### config.mk
export PLATFORM = sky130hd
export DESIGN_NAME = crc_checked_chunk_deframer_unit
export DESIGN_NICKNAME = d
export VERILOG_FILES = /design/src/rtl/ccdf_pkg.sv /design/src/rtl/crc_checked_chunk_deframer_unit.sv /design/src/rtl/ccdf_front.sv /design/src/rtl/ccdf_cmd_fifo.sv /design/src/rtl/ccdf_back.sv
export VERILOG_INCLUDE_DIRS = /design/src /design/src/rtl
export SDC_FILE = /design/constraint.sdc
export NUM_CORES = 1
export LEC_CHECK = 0
export BUFFER_PORTS_ARGS = -buffer_cell sky130_fd_sc_hd__clkbuf_2
export CAP_MARGIN = 20
export CORE_MARGIN = 2
export CORE_UTILIZATION = 50
export CTS_CLUSTER_DIAMETER = 150
export DETAILED_ROUTE_END_ITERATION = 12
export GPL_TIMING_DRIVEN = 0
export HOLD_SLACK_MARGIN = 0.15
export PLACE_DENSITY = 0.7
export SETUP_SLACK_MARGIN = 0.4
export SYNTH_ARGS = -nofsm -noshare
export SYNTH_HDL_FRONTEND = slang
export SYNTH_SLANG_ARGS = --single-unit
### constraint.sdc
create_clock -name clk_i -period 11.45 [get_ports clk_i]
set_clock_uncertainty 0.15 [all_clocks]
set_input_delay 1.145 -clock clk_i [delete_from_list [all_inputs] [get_ports clk_i]]
set_output_delay 1.145 -clock clk_i [all_outputs]
set_load 0.1 [all_outputs]
### src/rtl/crc_checked_chunk_deframer_unit_defines.svh
// Assertion macros used by the deframer back end.
`ifndef CRC_CHECKED_CHUNK_DEFRAMER_UNIT_DEFINES_SVH
`define CRC_CHECKED_CHUNK_DEFRAMER_UNIT_DEFINES_SVH

// Same-cycle implication, clocked by clk_i, off during reset.
`define CCDF_ASSERT_IMPL(lbl, ante, cons, msg) \
  lbl: assert property (@(posedge clk_i) disable iff (!rst_ni) (ante) |-> (cons)) \
    else $error(msg);

// Next-cycle implication, clocked by clk_i, off during reset.
`define CCDF_ASSERT_NEXT(lbl, ante, cons, msg) \
  lbl: assert property (@(posedge clk_i) disable iff (!rst_ni) (ante) |=> (cons)) \
    else $error(msg);

`endif

### src/rtl/ccdf_pkg.sv
// Types, constants and the CRC byte step of the chunk deframer.
`timescale 1ns / 1ps

package ccdf_pkg;

  localparam int unsigned HeaderBytes  = 16;
  localparam int unsigned TrailerBytes = 4;
  localparam int unsigned CntW         = $clog2(HeaderBytes);
  localparam int unsigned CmdDepth     = 4;
  localparam int unsigned CmdPtrW      = $clog2(CmdDepth);
  localparam int unsigned CmdCntW      = $clog2(CmdDepth + 1);

  localparam logic [31:0] CrcPoly         = 32'hEDB8_8320;
  localparam logic [31:0] CrcInit         = 32'hFFFF_FFFF;
  localparam logic [31:0] MaxPayloadReset = 32'd1048576;

  typedef enum logic [1:0] {
    PH_HEADER,
    PH_PAYLOAD,
    PH_TRAILER,
    PH_DISCARD
  } phase_e;

  typedef enum logic [3:0] {
    OP_HDR_BYTE,
    OP_HDR_LAST,
    OP_OVERSIZE,
    OP_PAY_BYTE,
    OP_TRL_BYTE,
    OP_TRL_LAST,
    OP_EOS_CLEAN,
    OP_EOS_TRUNC,
    OP_EOS_DROP
  } cmd_op_e;

  typedef struct packed {
    cmd_op_e    op;
    logic [7:0] data;
  } cmd_t;

  typedef enum logic [2:0] {
    RES_HEADER    = 3'd0,
    RES_PAYLOAD   = 3'd1,
    RES_CHUNK_OK  = 3'd2,
    RES_CRC_BAD   = 3'd3,
    RES_TRUNCATED = 3'd4,
    RES_CLEAN_END = 3'd5
  } res_kind_e;

  typedef struct packed {
    res_kind_e   kind;
    logic [31:0] len;
    logic [15:0] ctype;
    logic [15:0] flags;
    logic [63:0] ts;
    logic [7:0]  pbyte;
    logic [31:0] stored;
    logic [31:0] computed;
  } res_t;

  // Advance a reflected CRC-32 by one byte.
  function automatic logic [31:0] crc_byte(logic [31:0] crc, logic [7:0] b);
    logic [31:0] c;
    c = crc ^ {24'd0, b};
    for (int k = 0; k < 8; k++) begin
      c = c[0] ? (CrcPoly ^ (c >> 1)) : (c >> 1);
    end
    return c;
  endfunction

endpackage

### src/rtl/crc_checked_chunk_deframer_unit.sv
// Top level of the CRC-checked chunk deframer.
`timescale 1ns / 1ps

// Usage:
//   Input items enter through push/full: an item is taken at a clock edge
//   with push high and full low. kind_i = 0 carries one stream byte in
//   data_byte_i, kind_i = 1 marks the end of the stream.
//   Results leave through empty/pop: while empty is low the oldest result
//   sits on the result ports and is taken at an edge with pop high.
//   cfg_we_i loads max_payload_bytes from cfg_wdata_i; write it while idle.
// Flow and rate:
//   A result is registered once its command leaves the command queue and
//   can be popped at the next edge. The block takes one item per cycle while
//   full is low; the bytewise CRC step in the back end, one byte per cycle,
//   sets that rate. A four-entry command queue separates front and back end.
// Reset:
//   Framing restarts at a header, the queue and result register are empty,
//   and the payload limit returns to 1048576 bytes.
// Stalls:
//   When pop is held low the result register holds, the back end stops and
//   full rises once the queue holds four commands; data items dropped
//   after an oversized header take no queue slot.
module crc_checked_chunk_deframer_unit (
  input  logic               clk_i,
  input  logic               rst_ni,
  input  logic               cfg_we_i,
  input  logic [31:0]        cfg_wdata_i,
  input  logic               push,
  output logic               full,
  input  logic               kind_i,
  input  logic [7:0]         data_byte_i,
  output logic               empty,
  input  logic               pop,
  output logic [2:0]         result_kind_o,
  output logic [31:0]        payload_length_o,
  output logic [15:0]        chunk_type_o,
  output logic [15:0]        chunk_flags_o,
  output logic signed [63:0] timestamp_ns_o,
  output logic [7:0]         payload_byte_o,
  output logic [31:0]        trailer_crc_o,
  output logic [31:0]        calc_crc_o
);

  logic           accept;
  logic           cmd_push;
  ccdf_pkg::cmd_t cmd_in;
  ccdf_pkg::cmd_t cmd_out;
  logic           cmd_empty;
  logic           cmd_pop;
  ccdf_pkg::res_t res;

  assign accept = push && !full;

  ccdf_front u_front (
    .clk_i       (clk_i),
    .rst_ni      (rst_ni),
    .cfg_we_i    (cfg_we_i),
    .cfg_wdata_i (cfg_wdata_i),
    .accept_i    (accept),
    .kind_i      (kind_i),
    .data_byte_i (data_byte_i),
    .cmd_push_o  (cmd_push),
    .cmd_o       (cmd_in)
  );

  ccdf_cmd_fifo u_cmd_fifo (
    .clk_i   (clk_i),
    .rst_ni  (rst_ni),
    .push_i  (cmd_push),
    .data_i  (cmd_in),
    .full_o  (full),
    .pop_i   (cmd_pop),
    .data_o  (cmd_out),
    .empty_o (cmd_empty)
  );

  ccdf_back u_back (
    .clk_i       (clk_i),
    .rst_ni      (rst_ni),
    .cmd_i       (cmd_out),
    .cmd_empty_i (cmd_empty),
    .cmd_pop_o   (cmd_pop),
    .pop_i       (pop),
    .empty_o     (empty),
    .res_o       (res)
  );

  // Split the result record onto the ports
  assign result_kind_o    = res.kind;
  assign payload_length_o = res.len;
  assign chunk_type_o     = res.ctype;
  assign chunk_flags_o    = res.flags;
  assign timestamp_ns_o   = $signed(res.ts);
  assign payload_byte_o   = res.pbyte;
  assign trailer_crc_o    = res.stored;
  assign calc_crc_o       = res.computed;

endmodule

### src/rtl/ccdf_front.sv
// Front end: accepts stream items, tracks chunk framing and issues commands.
`timescale 1ns / 1ps

module ccdf_front (
  input  logic                 clk_i,
  input  logic                 rst_ni,
  input  logic                 cfg_we_i,
  input  logic [31:0]          cfg_wdata_i,
  input  logic                 accept_i,
  input  logic                 kind_i,
  input  logic [7:0]           data_byte_i,
  output logic                 cmd_push_o,
  output ccdf_pkg::cmd_t       cmd_o
);

  ccdf_pkg::phase_e                phase_q, phase_d;
  logic [ccdf_pkg::CntW-1:0]       cnt_q, cnt_d;
  logic [31:0]                     len_q, len_d;
  logic [31:0]                     rem_q, rem_d;
  logic [31:0]                     max_q;
  logic                            hdr_last;
  logic                            trl_last;
  logic                            oversize;
  logic                            gen;

  assign hdr_last = (cnt_q == ccdf_pkg::CntW'(ccdf_pkg::HeaderBytes - 1));
  assign trl_last = (cnt_q == ccdf_pkg::CntW'(ccdf_pkg::TrailerBytes - 1));
  assign oversize = (len_q > max_q);

  // Hold the payload limit
  always_ff @(posedge clk_i or negedge rst_ni) begin
    if (!rst_ni) begin
      max_q <= ccdf_pkg::MaxPayloadReset;
    end else if (cfg_we_i) begin
      max_q <= cfg_wdata_i;
    end
  end

  // Advance the framing state
  always_comb begin
    phase_d = phase_q;
    cnt_d   = cnt_q;
    len_d   = len_q;
    rem_d   = rem_q;
    if (accept_i) begin
      if (kind_i) begin
        phase_d = ccdf_pkg::PH_HEADER;
        cnt_d   = '0;
      end else begin
        case (phase_q)
          ccdf_pkg::PH_HEADER: begin
            cnt_d = cnt_q + 1'b1;
            if (cnt_q < ccdf_pkg::CntW'(4)) begin
              len_d[8*cnt_q[1:0] +: 8] = data_byte_i;
            end
            if (hdr_last) begin
              cnt_d = '0;
              if (oversize) begin
                phase_d = ccdf_pkg::PH_DISCARD;
              end else begin
                rem_d   = len_q;
                phase_d = (len_q != '0) ? ccdf_pkg::PH_PAYLOAD : ccdf_pkg::PH_TRAILER;
              end
            end
          end
          ccdf_pkg::PH_PAYLOAD: begin
            rem_d = rem_q - 1'b1;
            if (rem_q == 32'd1) begin
              phase_d = ccdf_pkg::PH_TRAILER;
              cnt_d   = '0;
            end
          end
          ccdf_pkg::PH_TRAILER: begin
            cnt_d = cnt_q + 1'b1;
            if (trl_last) begin
              phase_d = ccdf_pkg::PH_HEADER;
              cnt_d   = '0;
            end
          end
          default: begin
            phase_d = ccdf_pkg::PH_DISCARD;
          end
        endcase
      end
    end
  end

  // Classify the item into a command
  always_comb begin
    gen       = 1'b1;
    cmd_o.op   = ccdf_pkg::OP_HDR_BYTE;
    cmd_o.data = data_byte_i;
    if (kind_i) begin
      if (phase_q == ccdf_pkg::PH_DISCARD) begin
        cmd_o.op = ccdf_pkg::OP_EOS_DROP;
      end else if (phase_q == ccdf_pkg::PH_HEADER && cnt_q == '0) begin
        cmd_o.op = ccdf_pkg::OP_EOS_CLEAN;
      end else begin
        cmd_o.op = ccdf_pkg::OP_EOS_TRUNC;
      end
    end else begin
      case (phase_q)
        ccdf_pkg::PH_HEADER: begin
          if (hdr_last) begin
            cmd_o.op = oversize ? ccdf_pkg::OP_OVERSIZE : ccdf_pkg::OP_HDR_LAST;
          end
        end
        ccdf_pkg::PH_PAYLOAD: begin
          cmd_o.op = ccdf_pkg::OP_PAY_BYTE;
        end
        ccdf_pkg::PH_TRAILER: begin
          cmd_o.op = trl_last ? ccdf_pkg::OP_TRL_LAST : ccdf_pkg::OP_TRL_BYTE;
        end
        default: begin
          gen = 1'b0;
        end
      endcase
    end
  end

  assign cmd_push_o = accept_i && gen;

  // Update framing registers
  always_ff @(posedge clk_i or negedge rst_ni) begin
    if (!rst_ni) begin
      phase_q <= ccdf_pkg::PH_HEADER;
      cnt_q   <= '0;
      len_q   <= '0;
      rem_q   <= '0;
    end else begin
      phase_q <= phase_d;
      cnt_q   <= cnt_d;
      len_q   <= len_d;
      rem_q   <= rem_d;
    end
  end

endmodule

### src/rtl/ccdf_cmd_fifo.sv
// Short command queue between the front end and the back end.
`timescale 1ns / 1ps

module ccdf_cmd_fifo (
  input  logic           clk_i,
  input  logic           rst_ni,
  input  logic           push_i,
  input  ccdf_pkg::cmd_t data_i,
  output logic           full_o,
  input  logic           pop_i,
  output ccdf_pkg::cmd_t data_o,
  output logic           empty_o
);

  ccdf_pkg::cmd_t                mem_q [ccdf_pkg::CmdDepth];
  logic [ccdf_pkg::CmdPtrW-1:0]  wptr_q;
  logic [ccdf_pkg::CmdPtrW-1:0]  rptr_q;
  logic [ccdf_pkg::CmdCntW-1:0]  cnt_q;
  logic                          do_push;
  logic                          do_pop;

  assign full_o  = (cnt_q == ccdf_pkg::CmdCntW'(ccdf_pkg::CmdDepth));
  assign empty_o = (cnt_q == '0);
  assign do_push = push_i && !full_o;
  assign do_pop  = pop_i && !empty_o;
  assign data_o  = mem_q[rptr_q];

  // Store commands
  always_ff @(posedge clk_i) begin
    if (do_push) begin
      mem_q[wptr_q] <= data_i;
    end
  end

  // Advance pointers and fill count
  always_ff @(posedge clk_i or negedge rst_ni) begin
    if (!rst_ni) begin
      wptr_q <= '0;
      rptr_q <= '0;
      cnt_q  <= '0;
    end else begin
      if (do_push) begin
        wptr_q <= wptr_q + 1'b1;
      end
      if (do_pop) begin
        rptr_q <= rptr_q + 1'b1;
      end
      case ({do_push, do_pop})
        2'b10:   cnt_q <= cnt_q + 1'b1;
        2'b01:   cnt_q <= cnt_q - 1'b1;
        default: cnt_q <= cnt_q;
      endcase
    end
  end

endmodule

### src/rtl/ccdf_back.sv
// Back end: runs the CRC, collects header and trailer, forms result items.
`timescale 1ns / 1ps
`include "crc_checked_chunk_deframer_unit_defines.svh"

module ccdf_back (
  input  logic           clk_i,
  input  logic           rst_ni,
  input  ccdf_pkg::cmd_t cmd_i,
  input  logic           cmd_empty_i,
  output logic           cmd_pop_o,
  input  logic           pop_i,
  output logic           empty_o,
  output ccdf_pkg::res_t res_o
);

  localparam int unsigned HdrShiftW = 8 * (ccdf_pkg::HeaderBytes - 1);
  localparam int unsigned TrlShiftW = 8 * (ccdf_pkg::TrailerBytes - 1);

  logic [HdrShiftW-1:0] hdr_q;
  logic [TrlShiftW-1:0] trl_q;
  logic [31:0]          crc_q, crc_d;
  logic                 discard_q, discard_d;
  logic                 out_valid_q;
  ccdf_pkg::res_t       res_q, res_d;
  logic                 take;
  logic                 emit;
  logic                 hdr_we;
  logic                 trl_we;
  logic                 is_eos;

  assign take      = !cmd_empty_i && (!out_valid_q || pop_i);
  assign cmd_pop_o = take;
  assign empty_o   = !out_valid_q;
  assign res_o     = res_q;
  assign is_eos    = (cmd_i.op == ccdf_pkg::OP_EOS_CLEAN) ||
                     (cmd_i.op == ccdf_pkg::OP_EOS_TRUNC) ||
                     (cmd_i.op == ccdf_pkg::OP_EOS_DROP);

  // Execute one command
  always_comb begin
    emit      = 1'b0;
    hdr_we    = 1'b0;
    trl_we    = 1'b0;
    crc_d     = crc_q;
    discard_d = discard_q;
    res_d     = '0;
    if (take) begin
      if (discard_q) begin
        if (is_eos) begin
          discard_d = 1'b0;
          crc_d     = ccdf_pkg::CrcInit;
        end
      end else begin
        case (cmd_i.op)
          ccdf_pkg::OP_HDR_BYTE: begin
            hdr_we = 1'b1;
            crc_d  = ccdf_pkg::crc_byte(crc_q, cmd_i.data);
          end
          ccdf_pkg::OP_HDR_LAST: begin
            crc_d       = ccdf_pkg::crc_byte(crc_q, cmd_i.data);
            emit        = 1'b1;
            res_d.kind  = ccdf_pkg::RES_HEADER;
            res_d.len   = hdr_q[31:0];
            res_d.ctype = hdr_q[47:32];
            res_d.flags = hdr_q[63:48];
            res_d.ts    = {cmd_i.data, hdr_q[HdrShiftW-1:64]};
          end
          ccdf_pkg::OP_OVERSIZE: begin
            emit       = 1'b1;
            res_d.kind = ccdf_pkg::RES_TRUNCATED;
            crc_d      = ccdf_pkg::CrcInit;
          end
          ccdf_pkg::OP_PAY_BYTE: begin
            crc_d       = ccdf_pkg::crc_byte(crc_q, cmd_i.data);
            emit        = 1'b1;
            res_d.kind  = ccdf_pkg::RES_PAYLOAD;
            res_d.pbyte = cmd_i.data;
          end
          ccdf_pkg::OP_TRL_BYTE: begin
            trl_we = 1'b1;
          end
          ccdf_pkg::OP_TRL_LAST: begin
            emit           = 1'b1;
            res_d.stored   = {cmd_i.data, trl_q};
            res_d.computed = ~crc_q;
            if ({cmd_i.data, trl_q} == ~crc_q) begin
              res_d.kind = ccdf_pkg::RES_CHUNK_OK;
            end else begin
              res_d.kind = ccdf_pkg::RES_CRC_BAD;
              discard_d  = 1'b1;
            end
            crc_d = ccdf_pkg::CrcInit;
          end
          ccdf_pkg::OP_EOS_CLEAN: begin
            emit       = 1'b1;
            res_d.kind = ccdf_pkg::RES_CLEAN_END;
            crc_d      = ccdf_pkg::CrcInit;
          end
          ccdf_pkg::OP_EOS_TRUNC: begin
            emit       = 1'b1;
            res_d.kind = ccdf_pkg::RES_TRUNCATED;
            crc_d      = ccdf_pkg::CrcInit;
          end
          default: begin
            crc_d = ccdf_pkg::CrcInit;
          end
        endcase
      end
    end
  end

  // Shift in header and trailer bytes
  always_ff @(posedge clk_i) begin
    if (hdr_we) begin
      hdr_q <= {cmd_i.data, hdr_q[HdrShiftW-1:8]};
    end
    if (trl_we) begin
      trl_q <= {cmd_i.data, trl_q[TrlShiftW-1:8]};
    end
  end

  // Hold the result until it is popped
  always_ff @(posedge clk_i) begin
    if (take && emit) begin
      res_q <= res_d;
    end
  end

  // Update control state
  always_ff @(posedge clk_i or negedge rst_ni) begin
    if (!rst_ni) begin
      crc_q       <= ccdf_pkg::CrcInit;
      discard_q   <= 1'b0;
      out_valid_q <= 1'b0;
    end else begin
      crc_q     <= crc_d;
      discard_q <= discard_d;
      if (take && emit) begin
        out_valid_q <= 1'b1;
      end else if (pop_i && out_valid_q) begin
        out_valid_q <= 1'b0;
      end
    end
  end

  `CCDF_ASSERT_NEXT(a_mismatch_discards, take && emit && res_d.kind == ccdf_pkg::RES_CRC_BAD, discard_q, "crc mismatch did not enter discard")
  `CCDF_ASSERT_IMPL(a_discard_silent, take && discard_q, !emit, "result formed while discarding")
  `CCDF_ASSERT_NEXT(a_result_kept, out_valid_q && !pop_i, out_valid_q && $stable(res_q), "waiting result overwritten")

endmodule
==> results of run 1 <==
-- worst max-delay path by stage --
stage | startpoint | end | slack (ns) | cells after the start
3_5_place_dp | pop | u_back.hdr_q[11] | 7.18 | 13
5_1_grt | u_front.len_q[30] | u_front.rem_q[11] | 7.37 | 8
6_report | u_front.len_q[30] | u_front.rem_q[26] | 7.62 | 8
2_1_floorplan | pop | u_back.res_o[0] | 0.48 | 4
3_3_place_gp | pop | u_back.hdr_q[3] | -3.30 | 7
4_1_cts | u_cmd_fifo.rptr_q[1] | u_back.hdr_q[27] | 7.71 | 14
-- synth_stat cells (28+ instances only) --
| master | instances | area, µm² |
|---|---|---|
| clkbuf_1 | 41 | 154 |
| xor2_1 | 33 | 289 |
| a21oi_1 | 54 | 270 |
| nor2_1 | 107 | 402 |
| dfstp_2 | 33 | 867 |
| nand2_1 | 155 | 582 |
| ha_1 | 49 | 613 |
| and2_1 | 152 | 951 |
| dfrtp_1 | 110 | 2750 |
| edfxtp_1 | 395 | 11900 |
| inv_1 | 64 | 240 |
| o21ai_0 | 114 | 571 |
| xnor2_1 | 61 | 534 |
| nor3_1 | 28 | 140 |
-- registers in the layout (all words and copies together) (netlist names) --
register	count
u_cmd_fifo.wptr_q	2
u_front.phase_q	2
u_back.out_valid_q	1
u_cmd_fifo.cnt_q	3
u_back.trl_q	24
u_front.len_q	32
u_front.rem_q	32
u_back.discard_q	1
u_back.crc_q	32
u_cmd_fifo.rptr_q	2
u_cmd_fifo.mem_q	48
u_back.hdr_q	120
u_front.cnt_q	4
u_front.max_q	32
u_back.res_o	203
-- stage by stage --
step / instances / hold slack [ns] / worst slack [ns] / TNS [ns]
after floorplan: 1664 / 0.267 / 0.479 / 0
after detailed placement: 2524 / 0.273 / 7.18 / 0
final: 2626 / 0.286 / 7.62 / 0
after CTS: 2625 / 0.271 / 7.71 / 0
after global routing: 2626 / 0.287 / 7.37 / 0
after global placement: 2505 / 0.271 / -3.30 / -1032.24
-- cell usage in the layout (no fill, tap or decap), types with 11 or more instances in the layout --
| cell | count |
|---|---|
| nand4_1 | 15 |
| o21ai_0 | 114 |
| o21ai_1 | 13 |
| mux2i_1 | 11 |
| dfstp_2 | 33 |
| nand2_1 | 155 |
| edfxtp_1 | 395 |
| nand3_1 | 22 |
| nor4_1 | 26 |
| nor2_1 | 106 |
| xnor2_1 | 61 |
| a22oi_1 | 17 |
| buf_6 | 12 |
| nor3_1 | 27 |
| nor2b_1 | 19 |
| ha_1 | 49 |
| xor2_1 | 33 |
| buf_2 | 14 |
| clkbuf_16 | 56 |
| dfrtp_1 | 110 |
| and2_1 | 152 |
| clkbuf_2 | 248 |
| a21oi_1 | 54 |
| inv_1 | 64 |
| clkbuf_1 | 52 |
-- per-layer routing --
metal | track usage [%] | part of all wire (%) | routed length, µm
met5 | 0 | 0 | 0
met4 | 6.44 | 2.4 | 1290
met3 | 5.22 | 7.2 | 3800
met2 | 36.0 | 47 | 24900
met1 | 31.4 | 43 | 22900
-- worst max-delay path, cell delays in order (launching register included) --
cell,delay (ns)
dfrtp_1,0.47
ha_1,0.36
nand4_1,0.18
nor4_1,0.56
a22oi_1,0.32
nor4_2,0.94
clkbuf_1,0.50
a22oi_1,0.16
o21ai_0,0.11
-- area by class of cell --
| cell class | count | share of cell area (%) |
|---|---|---|
| clock buffer | 71 | 5.62 |
| timing repair buffer | 269 | 5.85 |
| tap | 592 | 2.78 |
| inverter | 65 | 0.916 |
| multi-input combinational | 1001 | 24.5 |
| buffer | 60 | 1.05 |
| sequential | 538 | 58.1 |
| clock inverter | 30 | 1.13 |
-- kinds of logic after synthesis --
kind of cell    synth area share (%)
xor+xnor                        5.38
fa+ha+maj                       2.81
flops                           68.7
compound gates                  6.60
simple gates                    12.7
mux                             1.49
buf+inv                         2.32
==> flow_summary_export.csv, run 1 <==
group,metric,value,unit
run_status,outcome,"completed",
flow_run,cap_violations,0,
setup_path,rrSetupSlack,7.62,ns
drt,routedWlPerCell,20.1,µm
clock_tree,clkTransAtPathRegs,0.06,ns
finish,sequential_cell_area,15500,µm²
setup_path,cp_max_fo,10,
synth,synth_nets,1760,
sta,fin_crit,3.83,ns
global_routing,grt_pass1_wl,80800,µm
worst_hold_path,hold_path_class,"input port to asynchronous set/reset pin",
global_routing,grt_pass1_vias,14000,
setup_path,arrival,4.21,ns
floorplan,core_area,44300,µm²
synth,synth_area,22500,µm²
synth,synth-seq-area-share,68.7,%
finish,fillers,3468,
clock_tree,cts.sinks,538,
synth,syn_area_per_cell,13.5,µm²
global_routing,grtUsageTotal,22.6,%
placed_design,gp_congestion,0.884,
finish,fin_area,26600,µm²
setup_path,critPathKind,"flip-flop to flip-flop",
synth,synth_top_flop_cell,"edfxtp_1",
drt,routed_wl,52900,µm
finish,area_growth,18.2,%
finish,num-nets-final,2087,
clock_tree,cts.path.max_buffers,3,
global_routing,antenna_found_initial,0,
clock_tree,postCtsSetupRepairBufs,0,
setup_path,end_kind,"flip-flop",
setup_path,r2r_cells,8,
placed_design,dpl.hpwl,38000,µm
drt,ant_nets,0,
synth,synth_edf_count,395,
sta,worst_slew_pin_slew,1.08,ns
clock_tree,cts_root_buf,"clkbuf_16",
drt,num_vias,14100,
drt,drc_errors,0,
sta,slew_viol_final,0,
drt,drt-pass1-iter-count,5,
sta,max_slew_margin,27.7,%
drt,drtIter0Drc,1010,
synth,synth_cells,1664,
floorplan,io_pins,251,
sta,rsz0062_at_grt,"false",
clock_tree,insertion_delay,0.61,ns
clock_tree,cts_tree,"built",
setup_path,r2r_start,"u_front.len_q[30]",
placed_design,placed_cell_area,24800,µm²
floorplan,start_util,50.8,%
sta,setup_violations,0,
setup_path,crit_required,11.83,ns
setup_path,startpoint_type,"flip-flop",
clock_tree,h-tree-depth,2,
synth,synth_cell_types,77,
clock_tree,ctsResizeCount,0,
floorplan,die_y,216,µm
global_routing,gr-total-overflow,0,
sta,hold_viol_final,0,
placed_design,portBuffers,249,
sta,fmax,261,MHz
synth,synth-seq-cells,538,
finish,post-route-util,60.1,%
finish,n_antenna_cell,0,
finish,multi_input_area,6540,µm²
drt,via_per_inst,5.38,
floorplan,row_count,77,
clock_tree,cts_hold_buf,0,
global_routing,grt_max_degree,110,
sta,fin_crit_sh,33.5,%
floorplan,die_x,216,µm
clock_tree,cts_buffers,56,
finish,drive_gt1_share,22.1,%
synth,synthArstFlopShare,26.6,%
floorplan,die-area,46800,µm²
synth,yosys_warnings,0,
setup_path,r2r-end,"u_front.rem_q[26]",
Power of run 1 is not shown: default switching activity piles up to over one toggle a cycle in this logic, so the estimate is an artifact.
==> run 2: changes to the inputs <==
==> constraint.sdc (replaced) <==
create_clock -name clk_i -period 3.6 [get_ports clk_i]
set_clock_uncertainty 0.15 [all_clocks]
set_input_delay 0.36 -clock clk_i [delete_from_list [all_inputs] [get_ports clk_i]]
set_output_delay 0.36 -clock clk_i [all_outputs]
set_load 0.1 [all_outputs]
==> flow_summary_export.csv, run 2 (synthesis results as in run 1) <==
group,metric,value,unit
setup_path,cp_slowest_stage_delay,0.47,ns
floorplan,die_x,216,µm
setup_path,arrival,3.41,ns
placed_design,portBuffers,249,
floorplan,core_area,44300,µm²
setup_path,critPathKind,"flip-flop to flip-flop",
sta,hold_viol_final,0,
drt,routedWlPerCell,20.6,µm
sta,slew_viol_final,0,
worst_hold_path,hold_path_class,"input port to flip-flop",
finish,area_growth,22.4,%
sta,fin_hold_ws,0.239,ns
sta,fmax,323,MHz
setup_path,crit_family,"simple AND/OR/NAND/NOR gates",
clock_tree,cts.sinks,538,
setup_path,worstPathBufferInverterCount,3,
finish,drive_gt1_share,24.0,%
sta,setup_violations,0,
drt,routed_wl,55400,µm
setup_path,critPathSlowestCell,"dfrtp_1",
setup_path,cp_max_fo,10,
floorplan,row_count,77,
clock_tree,cts_root_buf,"clkbuf_16",
drt,num_vias,14700,
finish,layout_commonest_cell,"edfxtp_1",
finish,num-nets-final,2144,
global_routing,grt_max_degree,82,
sta,fin_crit_sh,86.0,%
sta,rsz0062_at_grt,"false",
run_status,outcome,"completed",
global_routing,grt_pass1_wl,83800,µm
setup_path,startpoint_type,"flip-flop",
floorplan,die-area,46800,µm²
drt,via_per_inst,5.45,
global_routing,antenna_found_initial,2,
global_routing,grtUsageTotal,23.5,%
clock_tree,cts.path.max_buffers,3,
setup_path,crit_required,3.91,ns
global_routing,gr-total-overflow,0,
global_routing,grt_pass1_vias,14500,
floorplan,die_y,216,µm
floorplan,io_pins,251,
finish,fillers,3307,
clock_tree,clkTransAtPathRegs,0.06,ns
placed_design,dpl.hpwl,38000,µm
finish,sequential_cell_area,15500,µm²
sta,max_slew_margin,39.6,%
clock_tree,h-tree-depth,2,
clock_tree,insertion_delay,0.61,ns
placed_design,gp_congestion,0.893,
finish,final_cell_mix,"edfxtp_1 (395), clkbuf_2 (262), nand2_1 (154), and2_1 (152), o21ai_0 (114)",
finish,largest_register_ffs,203,
drt,ant_nets,0,
clock_tree,cts_buffers,55,
floorplan,start_util,50.8,%
sta,fin_crit,3.10,ns
drt,drtIter0Drc,1256,
clock_tree,cts_tree,"built",
sta,worst_slew_pin_slew,0.899,ns
drt,drt-pass1-iter-count,7,
finish,multi_input_area,6680,µm²
drt,drc_errors,0,
setup_path,crit_chain,"ha_1 -> nand4_1 -> nor4_4 -> inv_1 -> a311oi_4 -> nor3_2 -> or2_1 -> buf_2 -> buf_4 -> o22ai_1 -> a21oi_1",
setup_path,end_kind,"flip-flop",
flow_run,cap_violations,0,
run 2: changes by cell type in the layout (fill, tap and decap cells not counted), moves of 5 or more:
cell           change
dfrtp_1           -11
buf_6              -8
buf_16             +8
clkbuf_2          +14
dlygate4sd3_1     +47
buf_4             +15
clkbuf_1          -12
dfrtp_2           +11
buf_2              -5
run 2: worst paths after layout:
path	startpoint	endpoint	slack (ns)	cells after the start
min in group asynchronous	rst_ni	u_front.max_q[0]	0.67	3
setup reg to reg	u_front.len_q[17]	u_front.rem_q[3]	0.50	11
hold / removal	cfg_we_i	u_front.max_q[10]	0.24	3
max in group asynchronous	rst_ni	u_front.len_q[6]	1.52	4
hold reg to reg	u_back.hdr_q[103]	u_back.hdr_q[95]	0.28	0
setup / recovery	u_front.len_q[17]	u_front.rem_q[3]	0.50	11
run 2: cell type report:
type	count	area share (%)
Antenna cell	2	0.0181
Tap cell	592	2.68
Multi-Input combinational cell	1001	24.2
Buffer	60	1.12
Clock buffer	75	5.60
Clock inverter	28	1.20
Timing Repair Buffer	327	8.13
Sequential cell	538	56.2
Inverter	65	0.884
run 2: tightest hold or removal path, stage by stage:
cell and delay, ns:
clkbuf_1 0.19, clkbuf_1 0.23, o21ai_0 0.17
run 2: what timing repair did:
action | in CTS | in global routing
setup buffers | 6 | 7
gates cloned | 1 | 1
pin swaps | 5 | 9
endpoints found under the hold margin | 208 | 0
hold buffers | 47 | 0
endpoints found under the setup margin | 316 | 137
resized for setup | 24 | 33
run 2: metal layers:
metal | share of wire (%) | vias to the layer above | track usage, % | routed length (µm)
met1 | 43 | 7284 | 32.4 | 23700
li1 | - | 6711 | - | -
met2 | 47 | 529 | 37.1 | 25800
met4 | 3.6 | 0 | 9.22 | 2010
met3 | 6.9 | 136 | 4.65 | 3840
met5 | 0 | - | 0 | 0
run 2: stage by stage:
step	cell area, µm²	worst slack [ns]	utilization [%]	std cells	TNS (ns)
after floorplan	22600	-1.33	-	1664	-408.67
after CTS	27400	0.438	61.9	2677	0
after detailed placement	24900	-0.127	56.2	2520	-1.15
final	27600	0.504	62.3	2688	0
after global placement	24600	-2.78	55.4	2505	-903.23
after global routing	27600	0.374	62.3	2688	0
Power of run 2 is left out for the same reason.
==> run 3: changes to the inputs <==
--- a/config.mk
+++ b/config.mk
@@ -11,6 +11,7 @@
 export CORE_MARGIN = 2
 export CORE_UTILIZATION = 50
 export CTS_CLUSTER_DIAMETER = 150
+export CTS_CLUSTER_SIZE = 24
 export DETAILED_ROUTE_END_ITERATION = 12
 export GPL_TIMING_DRIVEN = 0
 export HOLD_SLACK_MARGIN = 0.15
==> constraint.sdc (replaced) <==
create_clock -name clk_i -period 3.6 [get_ports clk_i]
set_clock_uncertainty 0.15 [all_clocks]
set_input_delay 0.36 -clock clk_i [delete_from_list [all_inputs] [get_ports clk_i]]
set_output_delay 0.36 -clock clk_i [all_outputs]
set_load 0.05 [all_outputs]
==> flow_summary_export.csv, run 3 (synthesis results as in run 1) <==
group,metric,value,unit
placed_design,gp_congestion,0.921,
setup_path,cp_max_fo,10,
global_routing,antenna_found_initial,1,
floorplan,die_y,216,µm
finish,largest_register_ffs,203,
clock_tree,insertion_delay,0.59,ns
drt,routedWlPerCell,20.6,µm
run_status,outcome,"completed",
global_routing,grt_pass1_wl,83400,µm
finish,fillers,3495,
drt,drtIter0Drc,1321,
clock_tree,h-tree-depth,1,
floorplan,core_area,44300,µm²
setup_path,startpoint_type,"flip-flop",
sta,fin_crit,3.11,ns
clock_tree,clkTransAtPathRegs,0.11,ns
setup_path,critPathKind,"flip-flop to flip-flop",
sta,fmax,322,MHz
clock_tree,cts.path.max_buffers,3,
placed_design,dpl.hpwl,38200,µm
finish,num-nets-final,2124,
clock_tree,cts_tree,"built",
drt,via_per_inst,5.46,
drt,drc_errors,0,
global_routing,grtUsageTotal,23.2,%
clock_tree,cts_buffers,26,
global_routing,grt_max_degree,106,
sta,max_slew_margin,39.7,%
floorplan,io_pins,251,
global_routing,use_met3,2.69,%
finish,area_growth,17.9,%
sta,slew_viol_final,0,
floorplan,die_x,216,µm
global_routing,grt_pass1_vias,14300,
setup_path,arrival,3.41,ns
sta,worst_slew_pin_slew,0.898,ns
finish,multi_input_area,6650,µm²
finish,final_cells,2641,
sta,rsz0062_at_grt,"true",
clock_tree,cts.sinks,538,
setup_path,crit_required,3.91,ns
drt,routed_wl,54500,µm
setup_path,end_kind,"flip-flop",
global_routing,gr-total-overflow,0,
sta,fin_crit_sh,86.3,%
drt,ant_nets,0,
sta,setup_violations,0,
finish,drive_gt1_share,21.9,%
drt,drt-pass1-iter-count,6,
placed_design,dp.cells,2520,
floorplan,row_count,77,
finish,layout_commonest_cell,"edfxtp_1",
drt,num_vias,14400,
global_routing,grt_util_met1,33.5,%
finish,final_cell_mix,"edfxtp_1 (395), clkbuf_2 (261), nand2_1 (153), and2_1 (152), o21ai_0 (114)",
flow_run,cap_violations,0,
floorplan,start_util,50.8,%
global_routing,top_usage_layer,"met2",
clock_tree,cts_root_buf,"clkbuf_16",
placed_design,portBuffers,249,
finish,sequential_cell_area,15500,µm²
global_routing,grt_util_met2,37.4,%
sta,hold_viol_final,0,
worst_hold_path,hold_path_class,"input port to flip-flop",
floorplan,die-area,46800,µm²
-- run 3: changes by cell type in the layout (fill, tap and decap cells not counted), sizes merged, moves of 2 or more --
cell and delta:
clkbuf -26, clkinv -19, buf +8, bufinv -6
inv -2
-- run 3: area by class of cell --
cell class | count | share of cell area (%)
Antenna cell | 1 | 0.00942
Buffer | 60 | 1.17
Clock buffer | 47 | 2.83
Clock inverter | 1 | 0.0612
Inverter | 65 | 0.942
Multi-Input combinational cell | 1001 | 25.0
Sequential cell | 538 | 58.3
Tap cell | 592 | 2.79
Timing Repair Buffer | 336 | 8.84
-- run 3: layer usage --
| metal | part of all wire [%] | vias to the layer above |
|---|---|---|
| met3 | 6.0 | 96 |
| li1 | - | 6630 |
| met2 | 48 | 526 |
| met1 | 44 | 7164 |
| met4 | 2.7 | 0 |
| met5 | 0 | - |
-- run 3: critical path, cell delays in order, from the launching register on --
cell and delay [ns]:
dfrtp_1 0.47, ha_1 0.34, nand4_1 0.23, buf_4 0.22
nand2b_1 0.17, a311oi_4 0.39, nor3_2 0.09, buf_4 0.19
nor2_4 0.19, buf_6 0.19, a2bb2oi_1 0.23, o21ai_0 0.13
-- run 3: per-stage QoR --
step	hold slack, ns	worst slack, ns	cell area (µm²)	TNS [ns]	utilization [%]
after floorplan	-0.0856	-1.33	22600	-408.67	-
after global placement	0.272	-2.73	24500	-893.40	55.4
after detailed placement	0.151	-0.114	24800	-0.947	56.1
after CTS	0.201	0.406	26300	0	59.3
after global routing	0.305	0.386	26600	0	59.9
final	0.268	0.493	26600	0	59.9
-- run 3: worst paths after layout --
| check | from | end | slack [ns] | depth (start not counted) |
|---|---|---|---|---|
| worst min register to register | u_back.hdr_q[22] | u_back.hdr_q[14] | 0.29 | 0 |
| worst max register to register | u_front.len_q[14] | u_front.rem_q[5] | 0.49 | 11 |
| min in group asynchronous | rst_ni | u_front.max_q[20] | 0.71 | 3 |
| max in group asynchronous | rst_ni | u_back.crc_q[22] | 2.02 | 4 |
| worst max-delay path | u_front.len_q[14] | u_front.rem_q[5] | 0.49 | 11 |
| worst min-delay path | cfg_we_i | u_front.max_q[3] | 0.27 | 3 |
-- run 3: repair_timing --
item | in CTS | in global routing
setup endpoints to repair | 245 | 186
buffers inserted | 6 | 14
pin swaps | 8 | 10
hold endpoints to repair | 208 | 0
gates cloned | 1 | 4
resized for setup | 19 | 41
hold buffers | 47 | 0
Power of run 3 is left out for the same reason.
